### config.mk
export PLATFORM = sky130hd
export DESIGN_NAME = sv39ptw_ctrl
export DESIGN_NICKNAME = d
export VERILOG_FILES = /design/src/hdl/sv39ptw_pkg.sv /design/src/hdl/sv39ptw_ctrl.sv
export SDC_FILE = /design/constraint.sdc
export NUM_CORES = 1
export LEC_CHECK = 0
export BUFFER_PORTS_ARGS = -buffer_cell sky130_fd_sc_hd__clkbuf_2
export CORE_AREA = 2 2 39 41
export CTS_CLUSTER_SIZE = 12
export DETAILED_ROUTE_END_ITERATION = 6
export DIE_AREA = 0 0 41 43
export PLACE_DENSITY = 0.57
export SLEW_MARGIN = 30
export SYNTH_ARGS = -nofsm -noshare
export SYNTH_HDL_FRONTEND = slang
export SYNTH_SLANG_ARGS = --single-unit
export TNS_END_PERCENT = 5
### constraint.sdc
create_clock -name clk -period 1.9 [get_ports clk]
set_input_delay 0.38 -clock clk [delete_from_list [all_inputs] [get_ports clk]]
set_output_delay 0.38 -clock clk [all_outputs]
set_load 0.01 [all_outputs]
### src/hdl/sv39ptw_pkg.sv
// Package for the Sv39 page table walker: sizes, status codes and the
// command and status structs between controller and datapath.
// No dependencies.
package sv39ptw_pkg;

  localparam int POOL_PAGES       = 8;
  localparam int ENTRIES_PER_PAGE = 512;
  localparam int VPN_W            = $clog2(ENTRIES_PER_PAGE);
  localparam int PAGE_W           = (POOL_PAGES > 1) ? $clog2(POOL_PAGES) : 1;
  localparam int DEPTH            = POOL_PAGES * ENTRIES_PER_PAGE;
  localparam int ADDR_W           = $clog2(DEPTH);
  localparam int NF_W             = $clog2(POOL_PAGES + 1);

  localparam int PG_SHIFT    = 12;
  localparam int PTE_PPN_LSB = 10;
  localparam int PPN_W       = 44;
  localparam int PTE_W       = 64;
  localparam int VA_W        = 39;
  localparam int PA_W        = 56;
  localparam int PERM_W      = 8;
  localparam int ST_W        = 3;
  localparam int LVL_W       = 2;

  localparam int PTE_V_BIT          = 0;
  localparam logic [PERM_W-1:0] PTE_RWX = 8'h0E;
  localparam logic [PERM_W-1:0] PTE_V   = 8'h01;

  localparam int IN_W  = 104;
  localparam int OUT_W = 72;

  localparam logic [ST_W-1:0] ST_OK        = 3'd0;
  localparam logic [ST_W-1:0] ST_MISALIGN  = 3'd1;
  localparam logic [ST_W-1:0] ST_SUPER     = 3'd2;
  localparam logic [ST_W-1:0] ST_EXHAUST   = 3'd3;
  localparam logic [ST_W-1:0] ST_MAPPED    = 3'd4;
  localparam logic [ST_W-1:0] ST_NOTMAPPED = 3'd5;

  localparam logic [1:0] ENT_ZERO = 2'd0;
  localparam logic [1:0] ENT_READ = 2'd1;
  localparam logic [1:0] ENT_LEAF = 2'd2;

  localparam logic [LVL_W-1:0] LVL_TOP = 2'd2;

  typedef struct packed {
    logic            clr_en;
    logic            load;
    logic            rd_en;
    logic            descend;
    logic            alloc;
    logic            wr_leaf;
    logic            finish;
    logic [ST_W-1:0] fin_status;
    logic [1:0]      fin_src;
    logic            out_load;
  } dp_cmd_t;

  typedef struct packed {
    logic clr_last;
    logic op_map;
    logic misalign;
    logic level0;
    logic ent_v;
    logic ent_rwx;
    logic in_pool;
    logic pool_full;
    logic out_busy;
  } dp_sts_t;

endpackage

### src/hdl/sv39ptw_ctrl.sv
// Controller of the Sv39 walker: clearing sweep, walk sequencing and the
// decision at each level. Uses sv39ptw_pkg.
module sv39ptw_ctrl
  import sv39ptw_pkg::*;
(
  input  logic    clk,
  input  logic    rst_n,
  input  logic    in_tvalid,
  output logic    in_tready,
  input  dp_sts_t sts,
  output dp_cmd_t cmd
);

  localparam logic [2:0] S_CLEAR = 3'd0;
  localparam logic [2:0] S_IDLE  = 3'd1;
  localparam logic [2:0] S_RD    = 3'd2;
  localparam logic [2:0] S_EVAL  = 3'd3;
  localparam logic [2:0] S_DONE  = 3'd4;

  logic [2:0] state_r;
  logic [2:0] state_nxt;

  assign in_tready = (state_r == S_IDLE);

  always_comb begin
    cmd        = '0;
    state_nxt  = state_r;
    unique case (state_r)
      S_CLEAR: begin
        cmd.clr_en = 1'b1;
        if (sts.clr_last) begin
          state_nxt = S_IDLE;
        end
      end
      S_IDLE: begin
        if (in_tvalid) begin
          cmd.load  = 1'b1;
          state_nxt = S_RD;
        end
      end
      S_RD: begin
        if (sts.misalign) begin
          cmd.finish     = 1'b1;
          cmd.fin_status = ST_MISALIGN;
          state_nxt      = S_DONE;
        end else begin
          cmd.rd_en = 1'b1;
          state_nxt = S_EVAL;
        end
      end
      S_EVAL: begin
        state_nxt = S_DONE;
        cmd.finish = 1'b1;
        if (sts.op_map) begin
          if (!sts.level0) begin
            if (sts.ent_v) begin
              if (sts.ent_rwx || !sts.in_pool) begin
                cmd.fin_status = ST_SUPER;
              end else begin
                cmd.finish  = 1'b0;
                cmd.descend = 1'b1;
                state_nxt   = S_RD;
              end
            end else if (sts.pool_full) begin
              cmd.fin_status = ST_EXHAUST;
            end else begin
              cmd.finish = 1'b0;
              cmd.alloc  = 1'b1;
              state_nxt  = S_RD;
            end
          end else if (sts.ent_v && sts.ent_rwx) begin
            cmd.fin_status = ST_MAPPED;
          end else begin
            cmd.wr_leaf    = 1'b1;
            cmd.fin_status = ST_OK;
            cmd.fin_src    = ENT_LEAF;
          end
        end else begin
          if (!sts.ent_v) begin
            cmd.fin_status = ST_NOTMAPPED;
          end else if (sts.level0 || sts.ent_rwx) begin
            cmd.fin_status = ST_OK;
            cmd.fin_src    = ENT_READ;
          end else if (!sts.in_pool) begin
            cmd.fin_status = ST_NOTMAPPED;
          end else begin
            cmd.finish  = 1'b0;
            cmd.descend = 1'b1;
            state_nxt   = S_RD;
          end
        end
      end
      S_DONE: begin
        if (!sts.out_busy) begin
          cmd.out_load = 1'b1;
          state_nxt    = S_IDLE;
        end
      end
      default: begin
        state_nxt = S_IDLE;
      end
    endcase
  end

  always_ff @(posedge clk) begin
    if (!rst_n) begin
      state_r <= S_CLEAR;
    end else begin
      state_r <= state_nxt;
    end
  end

  a_alloc_free: assert property (@(posedge clk) disable iff (!rst_n)
    cmd.alloc |-> !sts.pool_full && !sts.ent_v && !sts.level0)
    else $error("Page taken without need or with the pool used up.");

  a_leaf_write: assert property (@(posedge clk) disable iff (!rst_n)
    cmd.wr_leaf |-> sts.op_map && sts.level0 && !(sts.ent_v && sts.ent_rwx))
    else $error("Leaf written outside a valid map at level 0.");

  a_eval_next: assert property (@(posedge clk) disable iff (!rst_n)
    (state_r == S_EVAL) |=> (state_r == S_RD) || (state_r == S_DONE))
    else $error("Evaluation led to an unexpected state.");

endmodule

==> results.md <==
- Ant diodes: 0
- WS Path Type: register to output port
- Clk root buf: clkbuf_4
- Worst Hold Slack: 0.401 ns
- Placed cells: 92
- Avg WL per Cell: 10.3 µm
- Row cnt: 14
- Largest net degree at the start of global routing: 13
- Number of max-cap violations: 0
- DRC: 0
- Syn_nets: 66
- Layout cell share with drive strength beyond 1: 0.463
- Gp weighted congestion: 0.721
- Period utilization: 0.912
- CP Launch Type: register
- RSZ-0062 raised after global routing: no
- Power share of the clock group: 0.420
- # nets final: 93
- Final min period: 1.73 ns
- Power, Total: 267 µW
- Die Span X: 41 µm
- Top Ports: 26
- ANT nets after route: 0
- Largest cells by area after synthesis: dfxtp_1, nand2_1, nor2_1
- Number of synthesized flops with an enable pin: 0
- Share of the synthesized area in the top cell type: 0.162
- Final WS setup: 0.168 ns
- Worst path required time: 1.52 ns
- Final Hold Vio Count: 0
- Relative slew margins: 0.816
- Final wirelength: 985 µm
- Fill cells: 158
- Setup TNS: 0 ns
- Top reg by flops: state_r
- Skew final: 0.00165 ns
- Switching share of power: 0.308
- Number of synthesized register bits: 3
- Fmax: 0.577 GHz
- Core box area: 1380 µm²
- Vias in the first global route: 380
- Slew @ Worst Pin: 0.275 ns
- Max Fanout on Critical Path: 7
- Area grow syn2layout: 42.6%
- Internal: 185 µW
- Die ar.: 1760 µm²
- Die H: 43 µm
- CP peak stage delay: 0.35 ns
- Cts bufs inserted: 3
- Starting Density: 0.268
- Clock H-tree levels: 1
- Predominant post-synthesis flop cell: dfxtp_1
- Status: finished clean
- Initial DRC count: 19
- # clock sinks: 3
- YS warnings: 0
- Buffers on Ports: 25
- Synth area leader: dfxtp_1
- Largest register FFs: 3
- # setup viols final: 0
- CTS max path bufs: 2
- Worst-skew pair later-pin latency: 0.23 ns
- Post-CTS setup buffers: 0
- First-pass GRT wire length: 1570 µm
- Total global-route track usage: 0.127
- Ys async rst share: 0
- Cell Area, Synth: 370 µm²
- Switch Pwr: 82.0 µW
- Post-DP HPWL: 827 µm
- Peak VDD IR: 0.160 mV
- Power density over the cells: 505 nW/µm²
- Syn avg cell area: 6.86 µm²
- Leak: 0.250 nW
- Non-filler cells in the finished layout: 96
- Initial antenna violation count: 0
- CP Cell Sequence: and2b_2, nand2_1, a211oi_2, clkbuf_2
- Via Count: 479
- Biggest registers after layout: state_r (3)
- Post-synthesis sequential area ratio: 0.162
- Vias per cell: 4.99
- Comb pwr share: 0.297
- Unique masters post-synth: 26
- Clock transition at the registers of the reported paths: 0.04 ns
- Total gr overflow: 0
- Cells after synthesis: 54
- Worst Hold Class: input pin to register
- Drt pass-1 iters: 5
- Crit path DAT: 1.35 ns
- CP endpoint kind: output port
- Pre-CTS setup slack: 0.234 ns
- Slowest CP cell: dfxtp_1
- Fin. max-slew vios: 0
- Flop pwr share: 0.283
- CTS tree: built
metal layers:
layer / wire length [µm] / track usage / up-vias / part of all wire
met5: 0 / 0 / - / 0
met1: 434 / 0.172 / 205 / 0.44
met4: 7 / 0.0200 / 0 / 0.0071
met3: 92 / 0.0471 / 2 / 0.093
li1: - / - / 245 / -
met2: 450 / 0.191 / 27 / 0.46
cell usage in the layout (no fill, tap or decap), drive strengths merged, types with 2 or more instances in the layout:
master	instances
a21oi	3
and2	3
and2b	2
clkbuf	29
dfxtp	3
nand2	7
nand2b	3
nand3	3
nor2	7
nor3	4
nor3b	2
kinds of logic after synthesis:
family          count (synthesis)  share of synthesized area
buf+inv                         5                     0.0878
compound gates                 12                      0.253
flops                           3                      0.162
simple gates                   34                      0.497
synthesized netlist by cell type (all sizes together), types with 2 or more instances:
library cell	number
a21oi	3
and2	3
and2b	2
buf	4
dfxtp	3
nand2	7
nand2b	3
nand3	3
nor2	7
nor3	4
nor3b	2
power groups by stage:
stage	Combinational [mW]	Clock, mW	Sequential, mW
after floorplan	0.0544	0	0.0701
after global placement	0.0778	0	0.0758
after detailed placement	0.0782	0	0.0764
after CTS	0.0786	0.116	0.0754
after global routing	0.0891	0.122	0.0767
final	0.0791	0.112	0.0756
area by class of cell:
| type | count | area (µm²) | area share |
|---|---|---|---|
| Inverter | 1 | 3.75 | 0.00711 |
| Clock buffer | 4 | 26.3 | 0.0498 |
| Sequential cell | 3 | 61.3 | 0.116 |
| Timing Repair Buffer | 26 | 133 | 0.251 |
| Tap cell | 16 | 20.0 | 0.0379 |
| Multi-Input combinational cell | 46 | 284 | 0.538 |
path summary, 6_finish.rpt:
path	start	end	slack (ns)	depth (start not counted)
setup / recovery	state_r[2]$_SDFFE_PN0P_	cmd[7]	0.17	4
hold / removal	rst_n	state_r[0]$_SDFFE_PN0P_	0.40	2
setup reg to reg	state_r[2]$_SDFFE_PN0P_	state_r[2]$_SDFFE_PN0P_	0.80	3
hold reg to reg	state_r[2]$_SDFFE_PN0P_	state_r[1]$_SDFFE_PN0P_	0.54	1
per-stage QoR:
| step | instance area [µm²] | utilization |
|---|---|---|
| final | 528 | 0.382 |
| after floorplan | 370 | - |
| after detailed placement | 494 | 0.357 |
| after global routing | 528 | 0.382 |
| after global placement | 494 | 0.357 |
| after CTS | 520 | 0.376 |
what timing repair did:
| action | 4_1_cts | 5_1_grt |
|---|---|---|
| resized for setup | 0 | 4 |
| endpoints found under the setup margin | 0 | 5 |
| hold buffers | 0 | 0 |
worst max-delay path, delay by kind of cell, from the launching register on:
kind | cells | cell delay (ns)
and+or+nand+nor | 2 | 0.37
DFF | 1 | 0.35
AOI/OAI and AO/OA | 1 | 0.23
buffers and inverters | 1 | 0.17
Power figures use the tool's default switching activity.
